## src/hw/rtl/bdeq_pkg.sv

```systemverilog
// Shared constants and codes for the bounded double-ended queue.
package bdeq_pkg;

  // Default number of ring entries
  localparam int unsigned DeqDepth = 4;

  // Fixed field widths
  localparam int unsigned ActionW = 3;
  localparam int unsigned ValueW  = 32;
  localparam int unsigned KindW   = 2;
  localparam int unsigned FillW   = 3;

  // Action codes
  localparam logic [ActionW-1:0] ACT_INS_FRONT = 3'd0;
  localparam logic [ActionW-1:0] ACT_INS_BACK  = 3'd1;
  localparam logic [ActionW-1:0] ACT_ERA_FRONT = 3'd2;
  localparam logic [ActionW-1:0] ACT_ERA_BACK  = 3'd3;
  localparam logic [ActionW-1:0] ACT_DUMP      = 3'd4;

  // Result kinds
  localparam logic [KindW-1:0] KIND_STATUS  = 2'd0;
  localparam logic [KindW-1:0] KIND_ELEMENT = 2'd1;
  localparam logic [KindW-1:0] KIND_EMPTY   = 2'd2;

  // Command codes between front and back
  localparam int unsigned CmdOpW = 2;
  localparam logic [CmdOpW-1:0] CMD_STATUS = 2'd0;
  localparam logic [CmdOpW-1:0] CMD_EMPTY  = 2'd1;
  localparam logic [CmdOpW-1:0] CMD_DUMP   = 2'd2;

  // Control from back to front
  typedef struct packed {
    logic dump_done;
  } bdeq_ctl_t;

endpackage

```

## src/hw/rtl/bounded_double_ended_queue_top.sv

```systemverilog
// Top level of the bounded double-ended queue.
//
//   Channel   Handshake         Accepted when        Payload
//   -------   ---------------   ------------------   ----------------------------------
//   input     push / full       push && !full        action_i, value_i
//   result    empty / pop       pop && !empty        kind_o, element_o, applied_o,
//                                                    fill_o, last_o
//
// Inserts, erases and unknown actions each give one result word; up to two commands
// queue between front and back, so the front keeps going while a result waits. A dump
// of N entries reads the store one entry at a time in the back, each read word taken
// before the next read is issued, as set by the registered read port of the ring store,
// and the front stalls until the last read has been issued. Reset clears pointers,
// counts and queues at once; the store itself is never cleared and only live entries are read.
module bounded_double_ended_queue_top #(
  parameter int unsigned DEPTH = bdeq_pkg::DeqDepth
) (
  input  logic                           clk_i,
  input  logic                           rst_ni,
  input  logic                           push,
  output logic                           full,
  input  logic [bdeq_pkg::ActionW-1:0]   action_i,
  input  logic signed [bdeq_pkg::ValueW-1:0] value_i,
  output logic                           empty,
  input  logic                           pop,
  output logic [bdeq_pkg::KindW-1:0]     kind_o,
  output logic signed [bdeq_pkg::ValueW-1:0] element_o,
  output logic                           applied_o,
  output logic [bdeq_pkg::FillW-1:0]     fill_o,
  output logic                           last_o
);
  import bdeq_pkg::*;

  localparam int unsigned IdxW = $clog2(DEPTH);
  localparam int unsigned CntW = $clog2(DEPTH + 1);
  localparam int unsigned CmdW = CmdOpW + 1 + CntW + IdxW;

  logic              cmd_push, cmd_full, cmd_pop, cmd_empty;
  logic [CmdW-1:0]   cmd_wdata, cmd_rdata;
  bdeq_ctl_t         ctl;
  logic              ram_we, ram_re;
  logic [IdxW-1:0]   ram_waddr, ram_raddr;
  logic [ValueW-1:0] ram_wdata, ram_rdata;
  logic [ValueW-1:0] elem;

  // Accept and classify actions
  bdeq_front #(
    .Depth (DEPTH),
    .IdxW  (IdxW),
    .CntW  (CntW),
    .CmdW  (CmdW)
  ) u_front (
    .clk_i       (clk_i),
    .rst_ni      (rst_ni),
    .push        (push),
    .full        (full),
    .action_i    (action_i),
    .value_i     (value_i),
    .ctl_i       (ctl),
    .cmd_push_o  (cmd_push),
    .cmd_data_o  (cmd_wdata),
    .cmd_full_i  (cmd_full),
    .ram_we_o    (ram_we),
    .ram_waddr_o (ram_waddr),
    .ram_wdata_o (ram_wdata)
  );

  // Decouple front and back
  bdeq_cmd_fifo #(
    .Width (CmdW)
  ) u_cmd_fifo (
    .clk_i   (clk_i),
    .rst_ni  (rst_ni),
    .push_i  (cmd_push),
    .wdata_i (cmd_wdata),
    .full_o  (cmd_full),
    .pop_i   (cmd_pop),
    .rdata_o (cmd_rdata),
    .empty_o (cmd_empty)
  );

  // Ring store
  bdeq_ram #(
    .Width (ValueW),
    .Depth (DEPTH)
  ) u_ram (
    .clk_i   (clk_i),
    .we_i    (ram_we),
    .waddr_i (ram_waddr),
    .wdata_i (ram_wdata),
    .re_i    (ram_re),
    .raddr_i (ram_raddr),
    .rdata_o (ram_rdata)
  );

  // Produce result words
  bdeq_back #(
    .Depth (DEPTH),
    .IdxW  (IdxW),
    .CntW  (CntW),
    .CmdW  (CmdW)
  ) u_back (
    .clk_i       (clk_i),
    .rst_ni      (rst_ni),
    .cmd_data_i  (cmd_rdata),
    .cmd_empty_i (cmd_empty),
    .cmd_pop_o   (cmd_pop),
    .ctl_o       (ctl),
    .ram_re_o    (ram_re),
    .ram_raddr_o (ram_raddr),
    .ram_rdata_i (ram_rdata),
    .empty       (empty),
    .pop         (pop),
    .kind_o      (kind_o),
    .element_o   (elem),
    .applied_o   (applied_o),
    .fill_o      (fill_o),
    .last_o      (last_o)
  );

  assign element_o = signed'(elem);

endmodule

```

## src/hw/rtl/bdeq_ram.sv

```systemverilog
// Generic single-write, single-read RAM with registered read data.
module bdeq_ram #(
  parameter int unsigned Width = 32,
  parameter int unsigned Depth = 4
) (
  input  logic                     clk_i,
  input  logic                     we_i,
  input  logic [$clog2(Depth)-1:0] waddr_i,
  input  logic [Width-1:0]         wdata_i,
  input  logic                     re_i,
  input  logic [$clog2(Depth)-1:0] raddr_i,
  output logic [Width-1:0]         rdata_o
);

  logic [Width-1:0] mem_q [Depth];
  logic [Width-1:0] rdata_q;

  // Write port
  always_ff @(posedge clk_i) begin
    if (we_i) begin
      mem_q[waddr_i] <= wdata_i;
    end
  end

  // Registered read port
  always_ff @(posedge clk_i) begin
    if (re_i) begin
      rdata_q <= mem_q[raddr_i];
    end
  end

  assign rdata_o = rdata_q;

endmodule

```

## src/hw/rtl/bdeq_cmd_fifo.sv

```systemverilog
// Two-entry command queue between the front and the back.
module bdeq_cmd_fifo #(
  parameter int unsigned Width = 8
) (
  input  logic             clk_i,
  input  logic             rst_ni,
  input  logic             push_i,
  input  logic [Width-1:0] wdata_i,
  output logic             full_o,
  input  logic             pop_i,
  output logic [Width-1:0] rdata_o,
  output logic             empty_o
);

  logic [Width-1:0] mem_q [2];
  logic             wr_ptr_q, wr_ptr_d;
  logic             rd_ptr_q, rd_ptr_d;
  logic [1:0]       cnt_q, cnt_d;
  logic             do_push, do_pop;

  assign full_o  = (cnt_q == 2'd2);
  assign empty_o = (cnt_q == 2'd0);
  assign do_push = push_i && !full_o;
  assign do_pop  = pop_i && !empty_o;
  assign rdata_o = mem_q[rd_ptr_q];

  // Advance pointers and occupancy
  always_comb begin
    wr_ptr_d = do_push ? ~wr_ptr_q : wr_ptr_q;
    rd_ptr_d = do_pop ? ~rd_ptr_q : rd_ptr_q;
    cnt_d    = cnt_q;
    if (do_push && !do_pop) begin
      cnt_d = cnt_q + 2'd1;
    end else if (do_pop && !do_push) begin
      cnt_d = cnt_q - 2'd1;
    end
  end

  always_ff @(posedge clk_i or negedge rst_ni) begin
    if (!rst_ni) begin
      wr_ptr_q <= 1'b0;
      rd_ptr_q <= 1'b0;
      cnt_q    <= 2'd0;
    end else begin
      wr_ptr_q <= wr_ptr_d;
      rd_ptr_q <= rd_ptr_d;
      cnt_q    <= cnt_d;
    end
  end

  // Store incoming command
  always_ff @(posedge clk_i) begin
    if (do_push) begin
      mem_q[wr_ptr_q] <= wdata_i;
    end
  end

endmodule

```

## src/hw/rtl/bdeq_front.sv

```systemverilog
// Front end: accepts actions, keeps ring pointers, writes the store, issues commands.
module bdeq_front #(
  parameter int unsigned Depth = bdeq_pkg::DeqDepth,
  parameter int unsigned IdxW  = $clog2(Depth),
  parameter int unsigned CntW  = $clog2(Depth + 1),
  parameter int unsigned CmdW  = bdeq_pkg::CmdOpW + 1 + CntW + IdxW
) (
  input  logic                            clk_i,
  input  logic                            rst_ni,
  input  logic                            push,
  output logic                            full,
  input  logic [bdeq_pkg::ActionW-1:0]    action_i,
  input  logic [bdeq_pkg::ValueW-1:0]     value_i,
  input  bdeq_pkg::bdeq_ctl_t             ctl_i,
  output logic                            cmd_push_o,
  output logic [CmdW-1:0]                 cmd_data_o,
  input  logic                            cmd_full_i,
  output logic                            ram_we_o,
  output logic [IdxW-1:0]                 ram_waddr_o,
  output logic [bdeq_pkg::ValueW-1:0]     ram_wdata_o
);
  import bdeq_pkg::*;

  logic [IdxW-1:0]   head_q, head_d;
  logic [CntW-1:0]   count_q, count_d;
  logic              busy_q, busy_d;
  logic              accept;
  logic              not_full, not_empty;
  logic [IdxW-1:0]   head_dec, head_inc;
  logic [CntW:0]     tail_sum;
  logic [IdxW-1:0]   tail_idx;
  logic              applied;
  logic [CmdOpW-1:0] op;

  // Stall while the command queue is full or a dump still reads the store
  assign full     = cmd_full_i || busy_q;
  assign accept   = push && !full;

  assign not_full  = (count_q != CntW'(Depth));
  assign not_empty = (count_q != '0);

  // Ring arithmetic with wrap at the depth
  assign head_dec = (head_q == '0) ? IdxW'(Depth - 1) : head_q - IdxW'(1);
  assign head_inc = (head_q == IdxW'(Depth - 1)) ? '0 : head_q + IdxW'(1);
  assign tail_sum = (CntW+1)'(head_q) + (CntW+1)'(count_q);
  assign tail_idx = (tail_sum >= (CntW+1)'(Depth)) ? IdxW'(tail_sum - (CntW+1)'(Depth))
                                                   : IdxW'(tail_sum);

  // Classify the action and update pointers
  always_comb begin
    head_d      = head_q;
    count_d     = count_q;
    applied     = 1'b0;
    op          = CMD_STATUS;
    ram_we_o    = 1'b0;
    ram_waddr_o = head_dec;
    case (action_i)
      ACT_INS_FRONT: begin
        if (not_full) begin
          applied     = 1'b1;
          ram_we_o    = accept;
          ram_waddr_o = head_dec;
          head_d      = head_dec;
          count_d     = count_q + CntW'(1);
        end
      end
      ACT_INS_BACK: begin
        if (not_full) begin
          applied     = 1'b1;
          ram_we_o    = accept;
          ram_waddr_o = tail_idx;
          count_d     = count_q + CntW'(1);
        end
      end
      ACT_ERA_FRONT: begin
        if (not_empty) begin
          applied = 1'b1;
          head_d  = head_inc;
          count_d = count_q - CntW'(1);
        end
      end
      ACT_ERA_BACK: begin
        if (not_empty) begin
          applied = 1'b1;
          count_d = count_q - CntW'(1);
        end
      end
      ACT_DUMP: begin
        op = not_empty ? CMD_DUMP : CMD_EMPTY;
      end
      default: begin
        op = CMD_STATUS;
      end
    endcase
  end

  assign ram_wdata_o = value_i;
  assign cmd_push_o  = accept;
  assign cmd_data_o  = {op, applied, count_d, head_q};

  // Hold off new actions after a nonempty dump until the back has issued its last store read
  always_comb begin
    busy_d = busy_q;
    if (ctl_i.dump_done) begin
      busy_d = 1'b0;
    end
    if (accept && (op == CMD_DUMP)) begin
      busy_d = 1'b1;
    end
  end

  always_ff @(posedge clk_i or negedge rst_ni) begin
    if (!rst_ni) begin
      head_q  <= '0;
      count_q <= '0;
      busy_q  <= 1'b0;
    end else begin
      busy_q <= busy_d;
      if (accept) begin
        head_q  <= head_d;
        count_q <= count_d;
      end
    end
  end

endmodule

```

## src/hw/rtl/bdeq_back.sv

```systemverilog
// Back end: turns commands into result words and walks the store on a dump.
module bdeq_back #(
  parameter int unsigned Depth = bdeq_pkg::DeqDepth,
  parameter int unsigned IdxW  = $clog2(Depth),
  parameter int unsigned CntW  = $clog2(Depth + 1),
  parameter int unsigned CmdW  = bdeq_pkg::CmdOpW + 1 + CntW + IdxW
) (
  input  logic                         clk_i,
  input  logic                         rst_ni,
  input  logic [CmdW-1:0]              cmd_data_i,
  input  logic                         cmd_empty_i,
  output logic                         cmd_pop_o,
  output bdeq_pkg::bdeq_ctl_t          ctl_o,
  output logic                         ram_re_o,
  output logic [IdxW-1:0]              ram_raddr_o,
  input  logic [bdeq_pkg::ValueW-1:0]  ram_rdata_i,
  output logic                         empty,
  input  logic                         pop,
  output logic [bdeq_pkg::KindW-1:0]   kind_o,
  output logic [bdeq_pkg::ValueW-1:0]  element_o,
  output logic                         applied_o,
  output logic [bdeq_pkg::FillW-1:0]   fill_o,
  output logic                         last_o
);
  import bdeq_pkg::*;

  localparam logic StIdle = 1'b0;
  localparam logic StDump = 1'b1;

  logic [CmdOpW-1:0] cmd_op;
  logic              cmd_applied;
  logic [CntW-1:0]   cmd_count;
  logic [IdxW-1:0]   cmd_start;

  logic              state_q, state_d;
  logic [IdxW-1:0]   rd_idx_q, rd_idx_d;
  logic [CntW-1:0]   remain_q, remain_d;
  logic [CntW-1:0]   dcount_q, dcount_d;
  logic              rd_pend_q, rd_pend_d;

  logic              out_valid_q, out_valid_d;
  logic [KindW-1:0]  kind_q, kind_d;
  logic [ValueW-1:0] elem_q, elem_d;
  logic              appl_q, appl_d;
  logic [FillW-1:0]  fill_q, fill_d;
  logic              last_q, last_d;
  logic              load;
  logic              slot_free;

  assign {cmd_op, cmd_applied, cmd_count, cmd_start} = cmd_data_i;

  // Output slot frees when empty or when its word leaves this cycle
  assign slot_free = !out_valid_q || pop;

  // Sequence commands and dump reads
  always_comb begin
    state_d         = state_q;
    rd_idx_d        = rd_idx_q;
    remain_d        = remain_q;
    dcount_d        = dcount_q;
    rd_pend_d       = 1'b0;
    cmd_pop_o       = 1'b0;
    ctl_o.dump_done = 1'b0;
    ram_re_o        = 1'b0;
    ram_raddr_o     = rd_idx_q;
    load            = 1'b0;
    kind_d          = kind_q;
    elem_d          = elem_q;
    appl_d          = appl_q;
    fill_d          = fill_q;
    last_d          = last_q;
    case (state_q)
      StIdle: begin
        if (!cmd_empty_i && slot_free) begin
          cmd_pop_o = 1'b1;
          case (cmd_op)
            CMD_DUMP: begin
              state_d  = StDump;
              rd_idx_d = cmd_start;
              remain_d = cmd_count;
              dcount_d = cmd_count;
            end
            CMD_EMPTY: begin
              load   = 1'b1;
              kind_d = KIND_EMPTY;
              elem_d = '0;
              appl_d = 1'b0;
              fill_d = '0;
              last_d = 1'b1;
            end
            default: begin
              load   = 1'b1;
              kind_d = KIND_STATUS;
              elem_d = '0;
              appl_d = cmd_applied;
              fill_d = FillW'(cmd_count);
              last_d = 1'b1;
            end
          endcase
        end
      end
      StDump: begin
        // Take the word read last cycle
        if (rd_pend_q) begin
          load   = 1'b1;
          kind_d = KIND_ELEMENT;
          elem_d = ram_rdata_i;
          appl_d = 1'b0;
          fill_d = FillW'(dcount_q);
          last_d = (remain_q == '0);
          if (remain_q == '0) begin
            state_d = StIdle;
          end
        end else if (slot_free && (remain_q != '0)) begin
          // Issue the next read and advance around the ring
          ram_re_o  = 1'b1;
          rd_pend_d = 1'b1;
          remain_d  = remain_q - CntW'(1);
          rd_idx_d  = (rd_idx_q == IdxW'(Depth - 1)) ? '0 : rd_idx_q + IdxW'(1);
          if (remain_q == CntW'(1)) begin
            ctl_o.dump_done = 1'b1;
          end
        end
      end
      default: begin
        state_d = StIdle;
      end
    endcase
  end

  // Output slot valid
  always_comb begin
    out_valid_d = out_valid_q;
    if (pop) begin
      out_valid_d = 1'b0;
    end
    if (load) begin
      out_valid_d = 1'b1;
    end
  end

  always_ff @(posedge clk_i or negedge rst_ni) begin
    if (!rst_ni) begin
      state_q     <= StIdle;
      rd_pend_q   <= 1'b0;
      remain_q    <= '0;
      out_valid_q <= 1'b0;
    end else begin
      state_q     <= state_d;
      rd_pend_q   <= rd_pend_d;
      remain_q    <= remain_d;
      out_valid_q <= out_valid_d;
    end
  end

  always_ff @(posedge clk_i) begin
    rd_idx_q <= rd_idx_d;
    dcount_q <= dcount_d;
    if (load) begin
      kind_q <= kind_d;
      elem_q <= elem_d;
      appl_q <= appl_d;
      fill_q <= fill_d;
      last_q <= last_d;
    end
  end

  assign empty     = !out_valid_q;
  assign kind_o    = kind_q;
  assign element_o = elem_q;
  assign applied_o = appl_q;
  assign fill_o    = fill_q;
  assign last_o    = last_q;

endmodule
```

## config.mk

```make
export PLATFORM = sky130hd
export DESIGN_NAME = bounded_double_ended_queue_top
export DESIGN_NICKNAME = d
export VERILOG_FILES = /design/src/hw/rtl/bdeq_pkg.sv /design/src/hw/rtl/bounded_double_ended_queue_top.sv /design/src/hw/rtl/bdeq_ram.sv /design/src/hw/rtl/bdeq_cmd_fifo.sv /design/src/hw/rtl/bdeq_front.sv /design/src/hw/rtl/bdeq_back.sv
export SDC_FILE = /design/constraint.sdc
export NUM_CORES = 1
export LEC_CHECK = 0
export ABC_AREA = 0
export BUFFER_PORTS_ARGS = -buffer_cell sky130_fd_sc_hd__buf_2
export CORE_ASPECT_RATIO = 0.75
export CORE_UTILIZATION = 49
export CTS_BUF_LIST = sky130_fd_sc_hd__clkbuf_4
export DETAILED_ROUTE_END_ITERATION = 12
export PLACE_DENSITY = 0.7
export SLEW_MARGIN = 20
export SYNTH_ARGS = -nofsm -noshare
export SYNTH_HDL_FRONTEND = slang
export SYNTH_SLANG_ARGS = --single-unit
```

## constraint.sdc

```tcl
create_clock -name clk_i -period 2.94 [get_ports clk_i]
set_input_delay 0.294 -clock clk_i [delete_from_list [all_inputs] [get_ports clk_i]]
set_output_delay 0.294 -clock clk_i [all_outputs]
set_load 0.005 [all_outputs]
```

=== After elaboration in Yosys (flattened, before gate mapping) ===
Memories as Yosys holds them, arrays and structs flattened. A register that Yosys moved wholly into a read port is not among the register bits.
Cells that the tools add are included.

* Bits in writable memories: 144
* Memories: 2
* Bits in registers: 60
* Word-level logic and storage cells: 162

{| class="wikitable"
|+ Memory list
! memory !! words !! width !! rd ports !! clocked after memory_dff !! write ports !! RTL line !! RTL
|-
| u_ram.mem_q || 4 || 32 || 1 || 1 || 1 || bdeq_ram.sv:15 || <nowiki>logic [Width-1:0] mem_q [Depth];</nowiki>
|-
| u_cmd_fifo.mem_q || 2 || 8 || 1 || 0 || 1 || bdeq_cmd_fifo.sv:15 || <nowiki>logic [Width-1:0] mem_q [2];</nowiki>
|}

* Reduce and logical (&&, ||, !) cells: 32
* $add $sub $neg: 10
* Eq/ne operators: 20
* Magnitude comparators: 1
* Muxes and demuxes: 77
* Bitwise operators: 3

{| class="wikitable"
|+ Operator list
! kind !! number
|-
| 32-bit two-way mux || 3
|-
| 32-bit one-hot mux with 2 select lines || 1
|-
| 2-bit two-way mux || 18
|-
| 1-bit two-way mux || 33
|-
| 3-bit two-way mux || 8
|-
| 3-bit one-hot mux with 2 select lines || 4
|-
| 2-bit one-hot mux with 2 select lines || 4
|-
| 1-bit one-hot mux with 2 select lines || 6
|-
| 4-bit AND reduction || 3
|-
| 2-bit equality test (second input constant) || 5
|-
| 2-bit inequality test (second input constant) || 5
|-
| 1-bit logical AND || 8
|-
| 2-bit nonzero test || 4
|-
| 2-bit by 1-bit adder with 2-bit output (second input constant) || 3
|-
| 3-bit by 1-bit equality test with 1-bit output (second input constant) || 2
|-
| 3-bit by 2-bit equality test with 1-bit output (second input constant) || 2
|-
| 1-bit zero test || 6
|-
| 3-bit zero test || 2
|-
| 2-bit by 1-bit inequality test with 1-bit output (second input constant) || 3
|-
| 3-bit nonzero test || 2
|-
| 2-bit by 1-bit subtractor with 2-bit output (second input constant) || 3
|-
| 3-bit by 1-bit subtractor with 3-bit output (second input constant) || 2
|-
| 2-bit by 3-bit adder with 4-bit output || 1
|-
| 4-bit by 3-bit >= comparator with 1-bit output (second input constant) || 1
|-
| other kinds (9) || 14
|}

=== Logic depth before layout (Yosys ltp) ===
* Depth in word-level cells: 9
* Mapped depth: 7
* Mapped depth without buffers: 7

=== By module ===
Synthesis repeated with hierarchy kept, for this count alone.

* Cell total of the unflattened synthesis: 492
* Area total of the unflattened synthesis: 9328.9 µm²

{| class="wikitable"
|+ Modules (own cells, without submodules)
! module !! area each (µm²) !! cells an instance !! seq. area each (µm²) !! instances
|-
| bdeq_ram || 5650.4 || 203 || 4804.6 || 1
|-
| bdeq_back || 2023.2 || 139 || 1471.4 || 1
|-
| bdeq_front || 873.3 || 106 || 150.1 || 1
|-
| bdeq_cmd_fifo || 782.0 || 44 || 580.6 || 1
|}

=== Worst setup path before layout ===
OpenSTA, ideal clock, no wires.

* Path kind: reg2reg
* Start: reg u_front.count_q[0]
* End: mem u_ram.mem_q[1][0] (enable)
* Arrival time: 2.836 ns
* Path slack: -0.317 ns
* Buffers on the path: 1
* Data required time: 2.519 ns
* Setup time: 0.421 ns
* Cell stages (with the launch flop): 7
* Cell sequence: dfrtp_1 inv_1 ha_1 clkbuf_1 a21oi_1 or4b_1 nor2_1

* Cells in the longest elaborated chain, start to end: 5

{| class="wikitable"
|+ Ends and longest elaborated chain
! element !! RTL line !! RTL
|-
| from (decl) || bdeq_front.sv:25 || <nowiki>logic [CntW-1:0] count_q, count_d;</nowiki>
|-
| from (signal assigned) || bdeq_front.sv:121 || <nowiki>count_q <= count_d;</nowiki>
|-
| 2-bit by 3-bit adder with 4-bit output or 3-bit inequality test (tied branches) || bdeq_front.sv:45, bdeq_front.sv:39 ||
|-
| 4-bit by 3-bit >= comparator with 1-bit output (tied with other cells) || bdeq_front.sv:46 || <nowiki>assign tail_idx = (tail_sum >= (CntW+1)'(Depth)) ? IdxW'(tail_sum - (CntW+1)'(Depth))</nowiki>
|-
| 2-bit two-way mux or 1-bit two-way mux (tied branches) || - ||
|-
| 2-bit two-way mux or 1-bit two-way mux (tied branches) || bdeq_front.sv:68, bdeq_ram.sv:20 ||
|-
| 2-bit two-way mux or 1-bit two-way mux (tied branches) || - ||
|-
| to (decl) || bdeq_ram.sv:15 ||
|}

Parallel ways exist; a longest one is shown, timed or not.

=== Final worst setup path ===
* Start: reg u_back.out_valid_q
* End: reg u_back.elem_q[19] (netlist: u_back.element_o[19]) (enable)

* Cells in the longest elaborated chain, start to end: 6

{| class="wikitable"
|+ Ends and longest elaborated chain
! element !! RTL line !! RTL
|-
| from (decl) || bdeq_back.sv:41 || <nowiki>logic out_valid_q, out_valid_d;</nowiki>
|-
| from (signal assigned) || bdeq_back.sv:152 || <nowiki>out_valid_q <= out_valid_d;</nowiki>
|-
| 1-bit zero test (*) || bdeq_back.sv:53 || <nowiki>assign slot_free = !out_valid_q || pop;</nowiki>
|-
| 1-bit logical OR (*) || bdeq_back.sv:53 ||
|-
| 1-bit logical AND (*) || bdeq_back.sv:74 || <nowiki>if (!cmd_empty_i && slot_free) begin</nowiki>
|-
| 1-bit two-way mux || bdeq_back.sv:74 ||
|-
| 1-bit one-hot mux with 2 select lines || bdeq_back.sv:72 || <nowiki>case (state_q)</nowiki>
|-
| 4-bit AND reduction (no line) (*) || - ||
|-
| to (signal assigned) || bdeq_back.sv:161 || <nowiki>elem_q <= elem_d;</nowiki>
|-
| to (decl) || bdeq_back.sv:43 || <nowiki>logic [ValueW-1:0] elem_q, elem_d;</nowiki>
|}

Mark *: on every way between the ends. The rest lies on a longest branch, timed or not.
A chain may end at the register's enable or synchronous reset.

==> results.toml <==
[final_layout]
seq_area_um2 = 7010
mostFrequentLayoutCells = "edfxtp_1, buf_2, clkbuf_4"
stdcell_count = 883
fin_nets = 658
multi_input_area_um2 = 1830
layout-drive-gt1-share_pct = 34.1
final_util_pct = 59.9
fillers = 1368
area_growth_pct = 19.2
final_common_cell = "edfxtp_1"
fin_area_um2 = 10600

[logic_synthesis]
async_flop_share_pct = 6.78
synth_area_um2 = 8930
synth_top_flop_cell = "edfxtp_1"
syn_area_per_cell_um2 = 20.0
ys_seq_elements = 236
syn_inst = 447
synth_top_area_share_pct = 74.0
yosysUniqueCellTypes = 46
synth-edff-count = 220
synthAdderAreaFrac_pct = 1.54
syn_nets = 497
yosysTopAreaCell = "edfxtp_1"
synth-compound-area-share_pct = 2.69
synth_xor_area_share_pct = 1.18
synth.mux.area_fraction_pct = 9.36
synth_area_leaders = "edfxtp_1, mux4_2, dfrtp_1"
ys_seq_area_share_pct = 78.5
synth_top_family_by_area = "multiplexers"
ys_warn_count = 0
yosys.area_share.simple_pct = 5.34

[route]
final_antenna_net_count = 0
drtPass1Iterations = 4
via_per_inst = 5.04
post_drt_wl_per_cell_um = 17.9
routed_wl_mm = 15.8
vias = 4451
drc = 0
drt_iter0_drc = 260

[floorplan]
start_util_pct = 50.3
core_um2 = 17800
die_w_um = 158
die-area_um2 = 18800
die_y_um = 119
core.rowCount = 42
io_pins = 80

[power]
p_leak_uw = 0.00382
power.combinational.fraction_pct = 26.9
seqPwrFrac_pct = 50.5
p_per_area_nw_per_um2 = 973
clockPowerShare_pct = 22.6
p_int_uw = 7290
p_switching_uw = 3070
irDropWorstVdd_uv = 422
switching_share_pct = 29.7

[status]
outcome = "finished clean"

[setup_path]
cp_top_family = "compound AO/OA/AOI/OAI gates"
endpoint_kind = "register"
crit_slowest_cell = "a32o_2"
crit_buf_inv = 1
worstSetupPathType = "reg2reg"
critPathMaxFanout = 27
cp_slowest_stage_delay_ns = 0.80
cp.arrival_ns = 2.80
cp.required_ns = 3.25
crit_path_start_kind = "register"
path_cells = "and2b_2 > nor3_1 > a32o_2 > buf_4"

[global_route]
first_global_vias = 4667
antenna_found_initial = 1
gr-total-overflow = 0
grt_pass1_wl_mm = 25.1
track_usage_pct = 18.0
grt_max_degree = 53

[placement]
placed_area_um2 = 9680
io_buffers = 79
gp_congestion = 0.765
place_inst = 760
dp_slack_ns = 0.443
hpwl_mm = 9.33

[timing]
tightest_slew_ns = 0.816
skew_ns = 0.0370
maxSlewViolCount = 0
fin_ws_ns = 0.451
finalHoldViolCount = 0
setup_violations = 0
rsz0062_at_grt = "no"
whs_ns = 0.122
slew-limit-headroom_pct = 45.6
period_needed_ns = 2.49
post-route-period-util_pct = 84.7
max_freq_ghz = 0.402

[cts]
cts_made_buffers = 54
cts_buffer_depth = 3
cts.sinks = 236
postCtsResizedCells = 0
clk_latency_ns = 0.63
htreeDepth = 2
clk_pin_slew_ns = 0.08
cts_tree = "yes"
cts_root_buffer = "clkbuf_4"

[min_path]
hold_class = "in2async"

[job]
cap_violations = 0
==> final timing paths <==
| path | endpoint | cells past startpoint | slack (ns) | start |
|---|---|---|---|---|
| setup / recovery | u_back.element_o[19] | 4 | 0.45 | u_back.out_valid_q |
| hold / removal | u_back.remain_q[1] | 2 | 0.12 | rst_ni |
| setup reg to reg | u_back.element_o[19] | 4 | 0.45 | u_back.out_valid_q |
| hold reg to reg | u_cmd_fifo.wr_ptr_q | 1 | 0.49 | u_cmd_fifo.wr_ptr_q |
| max in group asynchronous | u_front.head_q[1] | 2 | 2.50 | rst_ni |
| min in group clk_i | u_cmd_fifo.mem_q[0][6] | 4 | 0.15 | action_i[0] |
==> state kept, by name, indices dropped and copies added (netlist names), 2 cells and up <==
| signal | flops |
|---|---|
| u_cmd_fifo.mem_q | 16 |
| u_back.kind_o | 2 |
| u_back.dcount_q | 3 |
| u_front.count_q | 3 |
| u_back.element_o | 32 |
| u_ram.rdata_o | 32 |
| u_back.fill_o | 3 |
| u_back.ram_raddr_o | 2 |
| u_back.remain_q | 3 |
| u_ram.mem_q | 128 |
| u_front.head_q | 2 |
| u_cmd_fifo.cnt_q | 2 |
==> metal layers <==
metal	track usage, %	wire [um]	vias up
li1	-	-	2093
met1	26.0	7460	2204
met2	26.7	7190	134
met3	4.88	950	20
met4	5.83	212	0
met5	0	0	-
==> cell families after synthesis <==
| group | count (synthesis) |
|---|---|
| multiplexers | 43 |
| AND/OR/NAND/NOR | 83 |
| buffers and inverters | 30 |
| adder cells (fa/ha/maj) | 11 |
| AO/OA/AOI/OAI | 32 |
| flip-flops | 236 |
| XOR/XNOR | 12 |
==> metrics by stage <==
step / TNS, ns / total power (uW)
finish: 0 / 10400
global route: 0 / 11000
CTS: 0 / 10500
detailed placement: 0 / 8090
global placement: 0 / 7980
floorplan: -20.27 / 7050
==> repair_timing <==
action | CTS | global route
setup buffers | 0 | 0
endpoints found under the hold margin | 145 | 0
hold buffers | 34 | 0
==> power by group through the flow <==
stage / combinational (uW) / clock, uW / sequential [uW]
final: 2780 / 2340 / 5230
after CTS: 2830 / 2420 / 5240
after detailed placement: 2780 / 0 / 5300
after global placement: 2710 / 0 / 5280
after floorplan: 1860 / 0 / 5200
after global routing: 3100 / 2590 / 5310
==> Yosys cell counts, drive strengths merged, types with 2 or more instances <==
cell type and count:
o21ai 8, dfrtp 16, nor2b 2, clkbuf 10, a21oi 7, inv 13, edfxtp 220, mux4 32
mux2 4, buf 7, nand3b 2, a21o 2, ha 11, a22o 4, nor2 14, mux2i 7
xnor2 6, nor3 3, nand3 2, and3 2, o31ai 4, xor2 6, nand2b 7, nand2 12
and2 33
==> final cells by class <==
class                      instances  area share, %
timing repair buffer             122           7.78
inverter                          13          0.459
clock buffer                      76           5.36
antenna                            1         0.0235
tap                              242           2.85
multi-input combinational        181           17.2
sequential                       236           65.9
clock inverter                    12          0.447
(Power assumes the default switching activity.)
